===== src/hw/rtl/boxavg_pkg.sv =====
// ----------------------------------------------------------------------------
// boxavg_pkg: shared types and constants of the box average downscaler
// Register indexes, channel modes, queue entry flags, divider states.
// ----------------------------------------------------------------------------
package boxavg_pkg;

  // Channel count and byte width of a pixel
  localparam int NUM_CH  = 4;
  localparam int BYTE_W  = 8;

  // Configuration register widths
  localparam int SCALE_W    = 5;
  localparam int SIZE_W     = 13;
  localparam int MODE_W     = 2;
  localparam int CFG_DATA_W = 13;
  localparam int CFG_IDX_W  = 2;

  // Height clamp sits at the register maximum, so rows need one extra bit
  localparam int ROW_CMP_W = SIZE_W + 1;

  // Queue between front and back
  localparam int QUEUE_DEPTH = 4;

  // Divider: quotient bits per channel, one bit per cycle
  localparam int QUO_W  = BYTE_W;
  localparam int STEP_W = $clog2(QUO_W);

  // Register indexes
  typedef enum logic [CFG_IDX_W-1:0] {
    CFG_SCALE        = 2'd0,
    CFG_SRC_WIDTH    = 2'd1,
    CFG_SRC_HEIGHT   = 2'd2,
    CFG_CHANNEL_MODE = 2'd3
  } cfg_idx_e;

  // Channel mode codes (the fourth code acts as four channels)
  localparam logic [MODE_W-1:0] MODE_GRAY = 2'd0;
  localparam logic [MODE_W-1:0] MODE_RGB  = 2'd1;
  localparam logic [MODE_W-1:0] MODE_RGBA = 2'd2;

  // Divider sequencer states
  typedef enum logic [1:0] {
    DIV_IDLE = 2'd0,
    DIV_RUN  = 2'd1,
    DIV_HOLD = 2'd2
  } div_state_e;

  // Position flags that travel with a finished block
  typedef struct packed {
    logic row_end;
    logic frame_end;
  } blk_flags_t;

  // Queue status seen by both sides
  typedef struct packed {
    logic empty;
    logic afull;
    logic full;
  } q_stat_t;

endpackage


===== src/hw/rtl/boxavg_fifo.sv =====
// ----------------------------------------------------------------------------
// boxavg_fifo: block queue between front and back
// Small register FIFO with first-word fall-through read and status flags.
// ----------------------------------------------------------------------------
module boxavg_fifo #(
  parameter int DATA_W = 8,
  parameter int DEPTH  = 4
) (
  input  logic                 clk_i,
  input  logic                 rst_ni,
  input  logic                 push_i,
  input  logic [DATA_W-1:0]    wdata_i,
  input  logic                 pop_i,
  output logic [DATA_W-1:0]    rdata_o,
  output boxavg_pkg::q_stat_t  stat_o
);

  localparam int PTR_W = $clog2(DEPTH);
  localparam int CNT_W = $clog2(DEPTH + 1);

  logic [DATA_W-1:0] mem_q [DEPTH];
  logic [PTR_W-1:0]  wr_ptr_q, wr_ptr_d;
  logic [PTR_W-1:0]  rd_ptr_q, rd_ptr_d;
  logic [CNT_W-1:0]  cnt_q, cnt_d;

  // pointer and count update
  always_comb begin
    wr_ptr_d = wr_ptr_q;
    rd_ptr_d = rd_ptr_q;
    cnt_d    = cnt_q;
    if (push_i) begin
      wr_ptr_d = (wr_ptr_q == PTR_W'(DEPTH - 1)) ? '0 : wr_ptr_q + PTR_W'(1);
    end
    if (pop_i) begin
      rd_ptr_d = (rd_ptr_q == PTR_W'(DEPTH - 1)) ? '0 : rd_ptr_q + PTR_W'(1);
    end
    if (push_i && !pop_i) begin
      cnt_d = cnt_q + CNT_W'(1);
    end else if (pop_i && !push_i) begin
      cnt_d = cnt_q - CNT_W'(1);
    end
  end

  always_ff @(posedge clk_i or negedge rst_ni) begin
    if (!rst_ni) begin
      wr_ptr_q <= '0;
      rd_ptr_q <= '0;
      cnt_q    <= '0;
    end else begin
      wr_ptr_q <= wr_ptr_d;
      rd_ptr_q <= rd_ptr_d;
      cnt_q    <= cnt_d;
    end
  end

  // storage
  always_ff @(posedge clk_i) begin
    if (push_i) begin
      mem_q[wr_ptr_q] <= wdata_i;
    end
  end

  assign rdata_o      = mem_q[rd_ptr_q];
  assign stat_o.empty = (cnt_q == '0);
  assign stat_o.afull = (cnt_q >= CNT_W'(DEPTH - 1));
  assign stat_o.full  = (cnt_q == CNT_W'(DEPTH));

endmodule


===== config.mk =====
export PLATFORM = sky130hd
export DESIGN_NAME = boxavg_fifo
export DESIGN_NICKNAME = d
export VERILOG_FILES = /design/src/hw/rtl/boxavg_pkg.sv /design/src/hw/rtl/boxavg_fifo.sv
export SDC_FILE = /design/constraint.sdc
export NUM_CORES = 1
export LEC_CHECK = 0
export BUFFER_PORTS_ARGS = -buffer_cell sky130_fd_sc_hd__buf_2
export CAP_MARGIN = 20
export CORE_UTILIZATION = 59
export DETAILED_ROUTE_END_ITERATION = 8
export PLACE_DENSITY = 0.93
export SETUP_SLACK_MARGIN = 0.05
export SLEW_MARGIN = 15
export SYNTH_ARGS = -nofsm -noshare
export SYNTH_HDL_FRONTEND = slang
export SYNTH_SLANG_ARGS = --single-unit

===== constraint.sdc =====
create_clock -name clk_i -period 3.3 [get_ports clk_i]
set_clock_uncertainty 0.2 [all_clocks]
set_input_delay 0.495 -clock clk_i [delete_from_list [all_inputs] [get_ports clk_i]]
set_output_delay 0.495 -clock clk_i [all_outputs]
set_load 0.01 [all_outputs]

==> impl_metrics.yaml <==
status:
  status: "finished, final reports clean"
cts:
  root_buffer: "clkbuf_4"
  h-tree-depth: 2
  clockBufferDepth: 2
  cts.sinks: 39
  cts_tree: "done"
  worst_skew_pair.late_latency_ns: 0.34
  path_clk_slew_ns: 0.11
  cts_buffers: 5
timing:
  fin_tns_setup_ns: 0
  slew_headroom: 0.585
  period_minus_slack_ns: 2.53
  worst_pin_slew_ns: 0.622
  fmaxAchievable_ghz: 0.395
  rsz0062_at_grt: "false"
  setup_violations: 0
  period_share: 0.768
  hold_viol: 0
  finalMaxSlewViolations: 0
drt:
  route.detailed.drc: 0
  drt-total-wl_um: 2570
  via_count: 771
  first_pass_iters: 4
  detail-route-antenna-nets: 0
  drt_iter0_drc: 14
  routed_via_density: 5.55
  routedWlPerCell_um: 18.5
final_layout:
  nFillCells: 166
  seq_area_um2: 1140
  drive_above_1_share: 0.358
  finalCoreUtilization: 0.708
  final_common_cell: "edfxtp_1"
  num_antenna_cells: 0
  mostFrequentLayoutCells: "edfxtp_1, buf_2, mux4_2"
  multiInputGateArea_um2: 407
  nets: 127
  syn_to_final_growth_pct: 12.1
worst_setup_path:
  crit_arrival_ns: 1.84
  cp_max_fo: 11
  rrSetupSlack_ns: 1.63
  cp-start-kind: "flop"
  crit_type: "reg -> out"
  crit_slowest_cell: "dfrtp_1"
  critPathCaptureType: "primary output"
  slowest_delay_ns: 0.75
  required_ns: 2.60
  path_cells: "mux4_2 > buf_2"
placement:
  numPortBuffers: 22
  dp_hpwl_um: 1790
  gp_congestion: 0.690
logic_synthesis:
  ys_seq_area_frac: 0.720
  synthCells: 80
  yosys.area.top_type: "edfxtp_1"
  ys_types: 19
  netlist_area_um2: 1580
  synth_top_area_frac: 0.609
  ys_warn_count: 0
  avgSynthCellArea_um2: 19.7
  synth_seq_cells: 39
  synthTopCellsByArea: "edfxtp_1, mux4_2, dfrtp_1, ha_1, mux2_2"
  synthesis.nets: 99
floorplan:
  initial_core_util: 0.631
  core_region_area_um2: 2500
  rows: 18
  die_area_um2: 2880
  ioPinCount: 23
  die_w_um: 53.7
  die_h_um: 53.7
global_routing:
  first_global_vias: 849
  antenna_found_initial: 0
  grt_max_degree: 12
  grt_first_pass_wirelength_um: 4000
  gr-usage-met1: 0.245
  grt_busiest_layer: "met2"
  overflow: 0
  grt.met2_usage: 0.366
  grtUsageMet3: 0.0960
  grt_usage: 0.223
power_and_ir_drop:
  powerDensity_nw_per_um2: 801
  power.total_mw: 1.42
  p_leak_nw: 0.675
  peakVddDrop_mv: 0.529
worst_hold_path:
  hold_class: "in -> reg"
run:
  maxCapViolCount: 0
-- critical path, delay by kind of cell (launching register included) --
family	cells	cell delay, ns
buffers and inverters	1	0.15
muxes	1	0.59
DFF	1	0.75
-- sequential cells by signal, indices dropped and copies added, names as in the netlist --
| register | count |
|---|---|
| mem_q | 32 |
| wr_ptr_q | 2 |
| rd_ptr_q | 2 |
| cnt_q | 3 |
-- report_power, final --
group / internal, mW / switching (mW) / leakage (nW)
Sequential: 0.647 / 0.114 / 0.377
Clock: 0.0830 / 0.146 / 0.0293
Combinational: 0.234 / 0.193 / 0.269
-- cell families (layout without fill, tap and decap cells) --
| kind of cell | after synthesis | in the layout | share of synthesized area |
|---|---|---|---|
| flops | 39 | 39 | 0.720 |
| buf+inv | 7 | 36 | 0.0222 |
| fa+ha+maj | 7 | 7 | 0.0603 |
| simple gates | 10 | 10 | 0.0341 |
| mux | 11 | 11 | 0.136 |
| xor+xnor | 3 | 3 | 0.0167 |
| compound gates | 3 | 3 | 0.0111 |
-- cell usage after synthesis --
| library cell | n |
|---|---|
| inv_1 | 5 |
| mux2_2 | 3 |
| xor2_1 | 2 |
| dfrtp_1 | 7 |
| nand3_1 | 1 |
| nor2_1 | 2 |
| mux4_2 | 8 |
| nand2_1 | 1 |
| xnor2_1 | 1 |
| fa_1 | 1 |
| nor3b_1 | 1 |
| a21o_1 | 1 |
| edfxtp_1 | 32 |
| nor3_1 | 1 |
| o21ai_0 | 2 |
| buf_6 | 1 |
| buf_2 | 1 |
| ha_1 | 6 |
| and2_1 | 4 |
-- final timing paths --
path	from	end	cells past startpoint
setup reg to reg	rd_ptr_q[0]	rd_ptr_q[0]	3
hold / removal	wdata_i[4]	mem_q[0][4]	1
max in group asynchronous	rst_ni	cnt_q[1]	2
hold reg to reg	cnt_q[2]	cnt_q[2]	1
min in group asynchronous	rst_ni	rd_ptr_q[0]	2
setup / recovery	rd_ptr_q[0]	rdata_o[3]	2
-- final cells by class --
| class | count | share of cell area |
|---|---|---|
| Clock inverter | 1 | 0.00283 |
| Tap cell | 30 | 0.0212 |
| Inverter | 5 | 0.0106 |
| Multi-Input combinational cell | 34 | 0.230 |
| Timing Repair Buffer | 23 | 0.0679 |
| Sequential cell | 39 | 0.642 |
| Clock buffer | 7 | 0.0255 |
-- layer usage --
layer / up-vias / wire length [µm]
met5: - / 0
met3: 5 / 104
met4: 0 / 47
li1: 361 / -
met2: 17 / 1390
met1: 388 / 1030
-- what timing repair did --
action / 4_1_cts / 5_1_grt
hold buffers: 1 / 0
gates resized for setup: 0 / 0
hold endpoints to repair: 7 / 0
buffers inserted: 0 / 0
-- metrics by stage --
step / worst slack, ns / instance area (µm²) / hold WS [ns] / instances
after floorplan: 1.52 / 1580 / -0.000591 / 80
after global placement: 1.17 / 1710 / 0.133 / 130
after detailed placement: 1.14 / 1710 / 0.135 / 130
after CTS: 0.726 / 1770 / 0.145 / 139
after global routing: 0.647 / 1770 / 0.138 / 139
final: 0.766 / 1770 / 0.161 / 139
(Power assumes the default switching activity.)
