--- src/hw/rtl/boxavg_pkg.sv ---
// ----------------------------------------------------------------------------
// boxavg_pkg: shared types and constants of the box average downscaler
// Register indexes, channel modes, queue entry flags, divider states.
// ----------------------------------------------------------------------------
package boxavg_pkg;

  // Channel count and byte width of a pixel
  localparam int NUM_CH  = 4;
  localparam int BYTE_W  = 8;

  // Configuration register widths
  localparam int SCALE_W    = 5;
  localparam int SIZE_W     = 13;
  localparam int MODE_W     = 2;
  localparam int CFG_DATA_W = 13;
  localparam int CFG_IDX_W  = 2;

  // Height clamp sits at the register maximum, so rows need one extra bit
  localparam int ROW_CMP_W = SIZE_W + 1;

  // Queue between front and back
  localparam int QUEUE_DEPTH = 4;

  // Divider: quotient bits per channel, one bit per cycle
  localparam int QUO_W  = BYTE_W;
  localparam int STEP_W = $clog2(QUO_W);

  // Register indexes
  typedef enum logic [CFG_IDX_W-1:0] {
    CFG_SCALE        = 2'd0,
    CFG_SRC_WIDTH    = 2'd1,
    CFG_SRC_HEIGHT   = 2'd2,
    CFG_CHANNEL_MODE = 2'd3
  } cfg_idx_e;

  // Channel mode codes (the fourth code acts as four channels)
  localparam logic [MODE_W-1:0] MODE_GRAY = 2'd0;
  localparam logic [MODE_W-1:0] MODE_RGB  = 2'd1;
  localparam logic [MODE_W-1:0] MODE_RGBA = 2'd2;

  // Divider sequencer states
  typedef enum logic [1:0] {
    DIV_IDLE = 2'd0,
    DIV_RUN  = 2'd1,
    DIV_HOLD = 2'd2
  } div_state_e;

  // Position flags that travel with a finished block
  typedef struct packed {
    logic row_end;
    logic frame_end;
  } blk_flags_t;

  // Queue status seen by both sides
  typedef struct packed {
    logic empty;
    logic afull;
    logic full;
  } q_stat_t;

endpackage

--- src/hw/rtl/boxavg_out_if.sv ---
// ----------------------------------------------------------------------------
// boxavg_out_if: output pixel channel
// Valid/ready handshake carrying one averaged pixel and its position flags.
// ----------------------------------------------------------------------------
interface boxavg_out_if;
  logic                            valid;
  logic                            ready;
  logic [boxavg_pkg::BYTE_W-1:0]   out_ch0;
  logic [boxavg_pkg::BYTE_W-1:0]   out_ch1;
  logic [boxavg_pkg::BYTE_W-1:0]   out_ch2;
  logic [boxavg_pkg::BYTE_W-1:0]   out_ch3;
  logic                            row_end;
  logic                            frame_end;

  modport source (output valid, output out_ch0, output out_ch1, output out_ch2,
                  output out_ch3, output row_end, output frame_end,
                  input ready);
  modport sink   (input valid, input out_ch0, input out_ch1, input out_ch2,
                  input out_ch3, input row_end, input frame_end,
                  output ready);
endinterface

--- src/hw/rtl/boxavg_back.sv ---
// ----------------------------------------------------------------------------
// boxavg_back: block average divider and output register
// Restoring divider, one quotient bit per cycle for all channels at once,
// followed by an output register toward the pixel sink.
// ----------------------------------------------------------------------------
module boxavg_back #(
  parameter int MAX_SCALE = 16
) (
  input  logic                                 clk_i,
  input  logic                                 rst_ni,
  input  logic [$clog2(MAX_SCALE+1)-1:0]       s_i,
  input  logic                                 q_empty_i,
  input  logic [boxavg_pkg::NUM_CH-1:0][8+2*$clog2(MAX_SCALE+1)-1:0] q_sums_i,
  input  boxavg_pkg::blk_flags_t               q_flags_i,
  output logic                                 q_pop_o,
  boxavg_out_if.source                         avg
);

  localparam int S_W   = $clog2(MAX_SCALE + 1);
  localparam int A_W   = 2 * S_W;
  localparam int SUM_W = 8 + A_W;
  localparam int NCH   = boxavg_pkg::NUM_CH;
  localparam int QW    = boxavg_pkg::QUO_W;
  localparam int STW   = boxavg_pkg::STEP_W;

  typedef logic [NCH-1:0][SUM_W-1:0] sums_t;
  typedef logic [NCH-1:0][QW-1:0]    quo_t;

  boxavg_pkg::div_state_e state_q, state_d;
  sums_t                  rem_q, rem_d, rem_step;
  logic [SUM_W-1:0]       dvs_q, dvs_d;
  quo_t                   quo_q, quo_d, quo_step;
  logic [STW-1:0]         step_q, step_d;
  boxavg_pkg::blk_flags_t flags_q, flags_d;

  logic [A_W-1:0]         area;
  logic                   slot_free, load_out;
  logic                   out_vld_q;
  quo_t                   out_q;
  boxavg_pkg::blk_flags_t out_flags_q;

  assign area      = A_W'(s_i) * A_W'(s_i);
  assign slot_free = !out_vld_q || avg.ready;

  // one restoring step per channel against the shared shifted divisor
  always_comb begin
    for (int c = 0; c < NCH; c++) begin
      if (rem_q[c] >= dvs_q) begin
        rem_step[c] = rem_q[c] - dvs_q;
        quo_step[c] = {quo_q[c][QW-2:0], 1'b1};
      end else begin
        rem_step[c] = rem_q[c];
        quo_step[c] = {quo_q[c][QW-2:0], 1'b0};
      end
    end
  end

  // sequencer
  always_comb begin
    state_d  = state_q;
    rem_d    = rem_q;
    dvs_d    = dvs_q;
    quo_d    = quo_q;
    step_d   = step_q;
    flags_d  = flags_q;
    q_pop_o  = 1'b0;
    load_out = 1'b0;
    unique case (state_q)
      boxavg_pkg::DIV_IDLE: begin
        if (!q_empty_i) begin
          q_pop_o = 1'b1;
          rem_d   = q_sums_i;
          dvs_d   = SUM_W'(area) << (QW - 1);
          quo_d   = '0;
          step_d  = '0;
          flags_d = q_flags_i;
          state_d = boxavg_pkg::DIV_RUN;
        end
      end
      boxavg_pkg::DIV_RUN: begin
        rem_d  = rem_step;
        quo_d  = quo_step;
        dvs_d  = dvs_q >> 1;
        step_d = step_q + STW'(1);
        if (step_q == STW'(QW - 1)) begin
          if (slot_free) begin
            load_out = 1'b1;
            state_d  = boxavg_pkg::DIV_IDLE;
          end else begin
            state_d  = boxavg_pkg::DIV_HOLD;
          end
        end
      end
      boxavg_pkg::DIV_HOLD: begin
        if (slot_free) begin
          load_out = 1'b1;
          state_d  = boxavg_pkg::DIV_IDLE;
        end
      end
      default: begin
        state_d = boxavg_pkg::DIV_IDLE;
      end
    endcase
  end

  always_ff @(posedge clk_i or negedge rst_ni) begin
    if (!rst_ni) begin
      state_q   <= boxavg_pkg::DIV_IDLE;
      out_vld_q <= 1'b0;
    end else begin
      state_q <= state_d;
      if (load_out) begin
        out_vld_q <= 1'b1;
      end else if (avg.ready) begin
        out_vld_q <= 1'b0;
      end
    end
  end

  // datapath registers
  always_ff @(posedge clk_i) begin
    rem_q   <= rem_d;
    dvs_q   <= dvs_d;
    quo_q   <= quo_d;
    step_q  <= step_d;
    flags_q <= flags_d;
    if (load_out) begin
      out_q       <= (state_q == boxavg_pkg::DIV_RUN) ? quo_step : quo_q;
      out_flags_q <= flags_q;
    end
  end

  assign avg.valid     = out_vld_q;
  assign avg.out_ch0   = out_q[0];
  assign avg.out_ch1   = out_q[1];
  assign avg.out_ch2   = out_q[2];
  assign avg.out_ch3   = out_q[3];
  assign avg.row_end   = out_flags_q.row_end;
  assign avg.frame_end = out_flags_q.frame_end;

endmodule

--- src/flat_wrapper.sv ---
// flat-port wrapper written by rule: the top's interface ports become plain ports
module boxavg_back_flat 
#(
  parameter int MAX_SCALE = 16
)
  (clk_i, rst_ni, s_i, q_empty_i, q_sums_i, q_flags_i, q_pop_o, avg_valid, avg_out_ch0, avg_out_ch1, avg_out_ch2, avg_out_ch3, avg_row_end, avg_frame_end, avg_ready);
  boxavg_out_if avg_i ();
  input  logic clk_i;
  input  logic rst_ni;
  input  logic [$clog2(MAX_SCALE+1)-1:0] s_i;
  input  logic q_empty_i;
  input  logic [boxavg_pkg::NUM_CH-1:0][8+2*$clog2(MAX_SCALE+1)-1:0] q_sums_i;
  input  boxavg_pkg::blk_flags_t q_flags_i;
  output logic q_pop_o;
  output wire logic [$bits(avg_i.valid)-1:0] avg_valid;
  output wire logic [$bits(avg_i.out_ch0)-1:0] avg_out_ch0;
  output wire logic [$bits(avg_i.out_ch1)-1:0] avg_out_ch1;
  output wire logic [$bits(avg_i.out_ch2)-1:0] avg_out_ch2;
  output wire logic [$bits(avg_i.out_ch3)-1:0] avg_out_ch3;
  output wire logic [$bits(avg_i.row_end)-1:0] avg_row_end;
  output wire logic [$bits(avg_i.frame_end)-1:0] avg_frame_end;
  input wire logic [$bits(avg_i.ready)-1:0] avg_ready;
  assign avg_valid = avg_i.valid;
  assign avg_out_ch0 = avg_i.out_ch0;
  assign avg_out_ch1 = avg_i.out_ch1;
  assign avg_out_ch2 = avg_i.out_ch2;
  assign avg_out_ch3 = avg_i.out_ch3;
  assign avg_row_end = avg_i.row_end;
  assign avg_frame_end = avg_i.frame_end;
  assign avg_i.ready = avg_ready;
  boxavg_back #(.MAX_SCALE(MAX_SCALE)) u_core (.clk_i(clk_i), .rst_ni(rst_ni), .s_i(s_i), .q_empty_i(q_empty_i), .q_sums_i(q_sums_i), .q_flags_i(q_flags_i), .q_pop_o(q_pop_o), .avg(avg_i));
endmodule
--- config.mk ---
export PLATFORM = sky130hd
export DESIGN_NAME = boxavg_back_flat
export DESIGN_NICKNAME = d
export VERILOG_FILES = /design/src/hw/rtl/boxavg_pkg.sv /design/src/hw/rtl/boxavg_out_if.sv /design/src/hw/rtl/boxavg_back.sv /design/src/flat_wrapper.sv
export SDC_FILE = /design/constraint.sdc
export NUM_CORES = 1
export LEC_CHECK = 0
export BUFFER_PORTS_ARGS = -buffer_cell sky130_fd_sc_hd__buf_2
export CORE_UTILIZATION = 35
export DETAILED_ROUTE_END_ITERATION = 10
export GPL_TIMING_DRIVEN = 0
export SYNTH_ARGS = -nofsm -noshare
export SYNTH_HDL_FRONTEND = slang
export SYNTH_SLANG_ARGS = --single-unit
--- constraint.sdc ---
create_clock -name clk_i -period 10.9 [get_ports clk_i]
set_input_delay 1.09 -clock clk_i [delete_from_list [all_inputs] [get_ports clk_i]]
set_output_delay 1.09 -clock clk_i [all_outputs]
set_load 0.02 [all_outputs]
==> reports/qor.yml, run 1 <==
outcome:
  status: "complete, no violations"
sta:
  slew_viol_final: 0
  fin_setup_tns_ns: 0
  holdWs_ns: 0.427
  fin_skew_ns: 0.0144
  rsz0062_at_grt: "false"
  tightest_slew_ns: 0.958
  finalSetupViolations: 0
  fin_ws_ns: 7.11
  clock.fmax_mhz: 264
  slew_headroom_pct: 36.1
  period_needed_ns: 3.79
  fin_crit_sh_pct: 34.8
  hold_viol: 0
finish:
  syn_to_final_growth_pct: 16.9
  antenna_cells: 0
  drive_gt1_share_pct: 16.8
  fillers: 3066
  nets: 1372
  utilization_pct: 41.5
  final_common_cell: "edfxtp_1"
  mostFrequentLayoutCells: "edfxtp_1 (160), buf_2 (119), nand2_1 (97), ha_1 (83), a21o_1 (59)"
critical_path:
  rr_endpoint: "u_core.rem_q[40]"
  worstPathMaxFanout: 8
  cp-end-kind: "register"
  reg2reg_depth: 9
  worstPathCellList: "buf_2, nand2_1, fa_1, fa_1, inv_1, ha_1, a31o_2, ha_1, a21oi_1, o21bai_1, a21oi_1, xor2_1, o21ai_0"
  critPathTopFamily: "adder cells"
  crit_path_start_kind: "input port"
  crit_buf_inv: 2
  max_stage_delay_ns: 0.51
  critPathSlowestCell: "fa_1"
  worstPathArrival_ns: 3.95
  reg2reg_slack_ns: 7.27
  r2r_start: "u_core.dvs_q[0]"
  cp.required_ns: 11.06
  crit_type: "input port to register"
routing:
  drc: 0
  drtIter0Drc: 709
  wl_per_cell_um: 19.8
  dr_total_vias: 9093
  drt-vias-per-instance: 5.65
  ant_nets: 0
  routed_wl_um: 31900
  drtPass1Iterations: 6
logic_synthesis:
  ys_types: 77
  synth_seq_cells: 163
  async_flop_share_pct: 1.84
  synth_warnings: 0
  synth-edff-count: 160
  synth_area_per_cell_um2: 10.3
  synthCells: 1056
  synthesis.nets: 1229
  synth_ff_type: "edfxtp_1"
  mappedNetlistArea_um2: 10900
  yosysSeqAreaShare_pct: 45.0
floorplanning:
  die-height_um: 178
  core_um2: 30600
  rows: 64
  dieArea_um2: 31700
  initial_core_util_pct: 35.5
  io_pins: 119
  die_w_um: 178
global_routing:
  grt_use_total_pct: 20.6
  grt_pass1_vias: 8759
  grt_max_degree: 35
  grt_overflow_total: 0
  antenna_found_initial: 0
  grt_pass1_wl_um: 49000
clock_tree:
  clkTransAtPathRegs_ns: 0.08
  cts_setup_buffers: 0
  cts_tree: "yes"
  htree_levels: 4
  ctsLongestPathBuffers: 2
  clock_latency_ns: 0.45
  cts.sinks: 163
  cts_made_buffers: 17
  cts_resized: 0
  cts_root_buf: "clkbuf_16"
  holdBufCountCts: 0
place:
  port_buffers: 118
  dp_slack_ns: 6.65
  gp_congestion: 0.903
  dp_hpwl_um: 23500
job:
  drv_cap: 0
hold_path:
  holdCritPathClass: "input port to asynchronous set/reset pin"
## worst reg2reg max path, delay by kind of cell, from the launching register on
kind            cells  cell delay [ns]
compound gates      4             1.57
fa+ha+maj           2             0.77
flops               1             0.49
simple gates        2             0.26
buf+inv             1             0.24
## per-layer routing
metal	wire length [um]	global-route usage [%]
met1	14300	27.6
met2	14500	33.1
met3	2130	3.54
met4	958	7.76
met5	0	0
## synthesized netlist by cell type (all sizes together) (8+ instances only)
cell type  number  area [um^2]
edfxtp        160         4800
nand2          97          364
ha             83         1040
a21oi          60          308
a21o           59          443
inv            58          218
o21ai          53          269
nor2           48          180
and2           41          257
nor3           35          180
clkbuf         26         97.6
nand3          25          125
o31ai          24          190
o21a           20          150
mux2           17          191
xnor2          17          149
nor2b          16          100
and3           15         96.3
nand4          14         93.8
a211oi         13         97.6
or3            13         81.3
a31oi          11         68.8
buf            11         42.5
a211o          10         87.6
o211ai         10         75.1
nor4            9         56.3
o31a            9         81.3
nand2b          8         50.1
or4             8         60.1
## layout make-up
cell class	instances	area, um^2	share of cell area, %
Buffer	37	140	1.10
Timing Repair Buffer	124	691	5.44
Multi-Input combinational cell	798	5650	44.5
Inverter	58	218	1.72
Tap cell	396	495	3.90
Clock inverter	15	196	1.55
Clock buffer	17	425	3.35
Sequential cell	163	4880	38.4
## sequential cells by signal, summed over array words and instances, names as in the netlist
signal                count
u_core.rem_q             72
u_core.quo_q             32
u_core.dvs_q             17
u_core.avg.out_ch0        8
u_core.avg.out_ch1        8
u_core.avg.out_ch2        8
u_core.avg.out_ch3        8
u_core.step_q             3
u_core.flags_q            2
u_core.state_q            2
u_core.avg.frame_end      1
u_core.avg.row_end        1
u_core.avg.valid          1
## metrics by stage
stage | area (um^2) | cells
2_1_floorplan | 10900 | 1056
3_3_place_gp | 11900 | 1570
3_5_place_dp | 12100 | 1576
4_1_cts | 12700 | 1608
5_1_grt | 12700 | 1608
6_report | 12700 | 1608
## worst max path at each step
stage                    startpoint                to  slack, ns  cells after the start
floorplan                    s_i[1]  u_core.dvs_q[15]       7.07                     12
global placement    u_core.dvs_q[0]  u_core.rem_q[20]       5.88                      8
detailed placement           s_i[1]  u_core.dvs_q[15]       6.65                     13
CTS                          s_i[1]  u_core.dvs_q[15]       7.11                     13
global route                 s_i[1]  u_core.dvs_q[15]       6.97                     13
finish                       s_i[1]  u_core.dvs_q[15]       7.11                     13
## cell families after synthesis
group / Yosys count / share of synthesized area (%)
AOI/OAI and AO/OA: 325 / 21.1
xor gates and xnor gates: 21 / 1.69
adders and majority gates: 90 / 10.9
buffers and inverters: 95 / 3.30
DFF: 163 / 45.0
muxes: 20 / 2.04
and+or+nand+nor: 342 / 16.1
Power of run 1 is left out: the tool's default activity adds up to more than one toggle a clock period on the data nets, which glitch-free logic cannot reach.
==> run 2: changes to the inputs <==
--- a/config.mk
+++ b/config.mk
@@ -5,6 +5,7 @@
 export SDC_FILE = /design/constraint.sdc
 export NUM_CORES = 1
 export LEC_CHECK = 0
+export ABC_AREA = 1
 export BUFFER_PORTS_ARGS = -buffer_cell sky130_fd_sc_hd__buf_2
 export CORE_UTILIZATION = 35
 export DETAILED_ROUTE_END_ITERATION = 10
==> constraint.sdc (replaced) <==
create_clock -name clk_i -period 3.5 [get_ports clk_i]
set_input_delay 0.35 -clock clk_i [delete_from_list [all_inputs] [get_ports clk_i]]
set_output_delay 0.35 -clock clk_i [all_outputs]
set_load 0.02 [all_outputs]
==> reports/qor.yml, run 2 <==
clock_tree:
  clkTransAtPathRegs_ns: 0.06  # -0.02 ns
  htree_levels: 4  # unchanged
  ctsLongestPathBuffers: 2  # unchanged
  cts_resized: 0  # unchanged
  clock_latency_ns: 0.43  # -0.02 ns
  cts_root_buf: "clkbuf_16"
  cts_made_buffers: 17  # unchanged
  cts_tree: "yes"
  cts.sinks: 163  # unchanged
sta:
  slew_headroom_pct: 38.3  # +2.1 points
  period_needed_ns: 3.13
  finalSetupViolations: 0  # unchanged
  hold_viol: 0  # unchanged
  slew_viol_final: 0  # unchanged
  fin_skew_ns: 0.00754  # -0.00682 ns
  rsz0062_at_grt: "false"
  clock.fmax_mhz: 319
  fin_crit_sh_pct: 89.5
  tightest_slew_ns: 0.926  # -0.0319 ns
hold_path:
  holdCritPathClass: "input port to register"
  min_from: "q_flags_i[1]"
  holdPathStages: 1
  holdPathEnd: "u_core.flags_q[1]"
global_routing:
  grt_max_degree: 34  # -2.9%
  antenna_found_initial: 2  # +2
  grt_use_total_pct: 19.4  # -1.2 points
  grt_pass1_vias: 9320  # +6.4%
  grt_pass1_wl_um: 48500  # -0.94%
  grt_overflow_total: 0  # unchanged
critical_path:
  worstPathArrival_ns: 3.19  # -0.76 ns
  crit_path_start_kind: "register"
  reg2reg_slack_ns: 0.37  # -6.90 ns
  cp.required_ns: 3.56  # -7.50 ns
  rr_endpoint: "u_core.rem_q[8]"
  reg2reg_depth: 11  # +2
  cp-end-kind: "register"
  crit_type: "register to register"
  r2r_start: "u_core.dvs_q[0]"
  worstPathMaxFanout: 18  # +10
routing:
  drtPass1Iterations: 6  # unchanged
  dr_total_vias: 9564  # +5.2%
  drt-vias-per-instance: 4.87  # -14%
  drc: 0  # unchanged
  drtIter0Drc: 581  # -18%
  wl_per_cell_um: 15.6  # -21%
  ant_nets: 0  # unchanged
  routed_wl_um: 30600  # -4.0%
logic_synthesis:
  yosysMostFrequentCell: "nand2_1"
  synthesis.nets: 1586  # +29%
  yosysSeqAreaShare_pct: 43.9  # -1.0 points
  mappedNetlistArea_um2: 11100  # +2.4%
  async_flop_share_pct: 1.84  # unchanged
  synth_ff_type: "edfxtp_1"
  yosysTopAreaCell: "edfxtp_1"
  synth_area_per_cell_um2: 7.86  # -23%
  synth-edff-count: 160  # unchanged
  synth_common_cells: "nand2_1 (529), inv_1 (189), edfxtp_1 (160)"
  synth_seq_cells: 163  # unchanged
  synth_warnings: 0  # unchanged
  synthTopCellsByArea: "edfxtp_1 (43%), nand2_1 (18%), ha_1 (9.3%)"
  synth_top_area_share_pct: 43.2  # -1.0 points
  ys_types: 41  # -47%
  synthCells: 1413  # +34%
place:
  port_buffers: 118  # unchanged
  dp_hpwl_um: 23100  # -1.8%
  gp_congestion: 0.930  # +3.0%
  dpl_cell_area_um2: 12200  # +1.5%
  place_inst: 1929  # +22%
floorplanning:
  rows: 64  # unchanged
  io_pins: 119  # unchanged
  die_w_um: 180  # +1.2%
  dieArea_um2: 32500  # +2.3%
  core_um2: 30900  # +1.0%
  die-height_um: 180  # +1.2%
  initial_core_util_pct: 35.9  # +0.47 points
finish:
  fin_area_um2: 12800  # +1.0%
  fillers: 3195  # +4.2%
  max_flop_register: "u_core.rem_q"
  largest_register_ff_count: 72  # unchanged
  nets: 1726  # +26%
  final_common_cell: "nand2_1"
  utilization_pct: 41.5  # about the same
  syn_to_final_growth_pct: 15.4
  mostFrequentLayoutCells: "nand2_1 (529), inv_1 (189), edfxtp_1 (160), buf_2 (129), nand3_1 (90)"
  stdcell_count: 1963  # +22%
  reg.largest.list: "u_core.rem_q (72), u_core.quo_q (32), u_core.dvs_q (17)"
  drive_gt1_share_pct: 12.5  # -4.3 points
outcome:
  status: "complete, no violations"
job:
  drv_cap: 0  # unchanged
[run 2: stage by stage]
stage / setup WS, ns / hold WS, ns / TNS (ns)
5_1_grt: 0.0931 / 0.0784 / 0
3_3_place_gp: -0.432 / 0.156 / -26.16
6_report: 0.367 / 0.0902 / 0
2_1_floorplan: 0.486 / 0.0544 / 0
3_5_place_dp: 0.112 / 0.158 / 0
4_1_cts: 0.342 / 0.0744 / 0
[run 2: worst max path at each step]
stage                            startpoint               end  slack (ns)  cells past startpoint
after floorplan                      s_i[1]  u_core.dvs_q[15]        0.49                     14
after global placement    u_core.state_q[0]  u_core.rem_q[26]       -0.43                      6
after detailed placement             s_i[1]  u_core.dvs_q[15]        0.11                     15
after CTS                   u_core.dvs_q[0]   u_core.rem_q[8]        0.34                     11
after global routing        u_core.dvs_q[0]   u_core.rem_q[4]        0.09                     11
final                       u_core.dvs_q[0]   u_core.rem_q[8]        0.37                     11
[run 2: timing repair]
item | CTS | global route
setup endpoints to repair | 0 | 0
setup buffers | 0 | 0
hold endpoints to repair | 3 | 0
hold buffers | 1 | 0
[run 2: layout make-up]
class | instances | area, um^2 | area share [%]
antenna | 1 | 2.50 | 0.0195
buffer | 27 | 126 | 0.985
clock buffer | 24 | 462 | 3.60
clock inverter | 8 | 104 | 0.810
inverter | 197 | 739 | 5.77
multi-input combinational | 1026 | 5380 | 41.9
sequential | 163 | 4880 | 38.0
tap | 396 | 495 | 3.86
timing repair buffer | 121 | 641 | 5.00
[run 2: routing by layer]
metal	vias up	track usage [%]	routed length [um]
met2	227	32.5	14400
met1	4397	24.8	13900
li1	4893	-	-
met4	2	7.69	915
met5	-	0	13
met3	45	3.31	1450
[run 2: cells by family after synthesis]
kind of cell,synth area share (%)
buffers and inverters,7.79
AND/OR/NAND/NOR,28.5
adder cells (fa/ha/maj),10.6
flip-flops,43.9
AO/OA/AOI/OAI,7.17
XOR/XNOR,2.05
[run 2: worst max-delay path: stages, from the launching register on]
cell and delay (ns):
edfxtp_1 0.53, ha_1 0.31, fa_1 0.42, inv_1 0.12, nand4_1 0.11, nand2_1 0.17
nand2_1 0.10, nand2_1 0.09, nand2_1 0.13, nand3_2 0.11, nand2_1 0.06, inv_1 0.61
Power of run 2 is left out for the same reason.
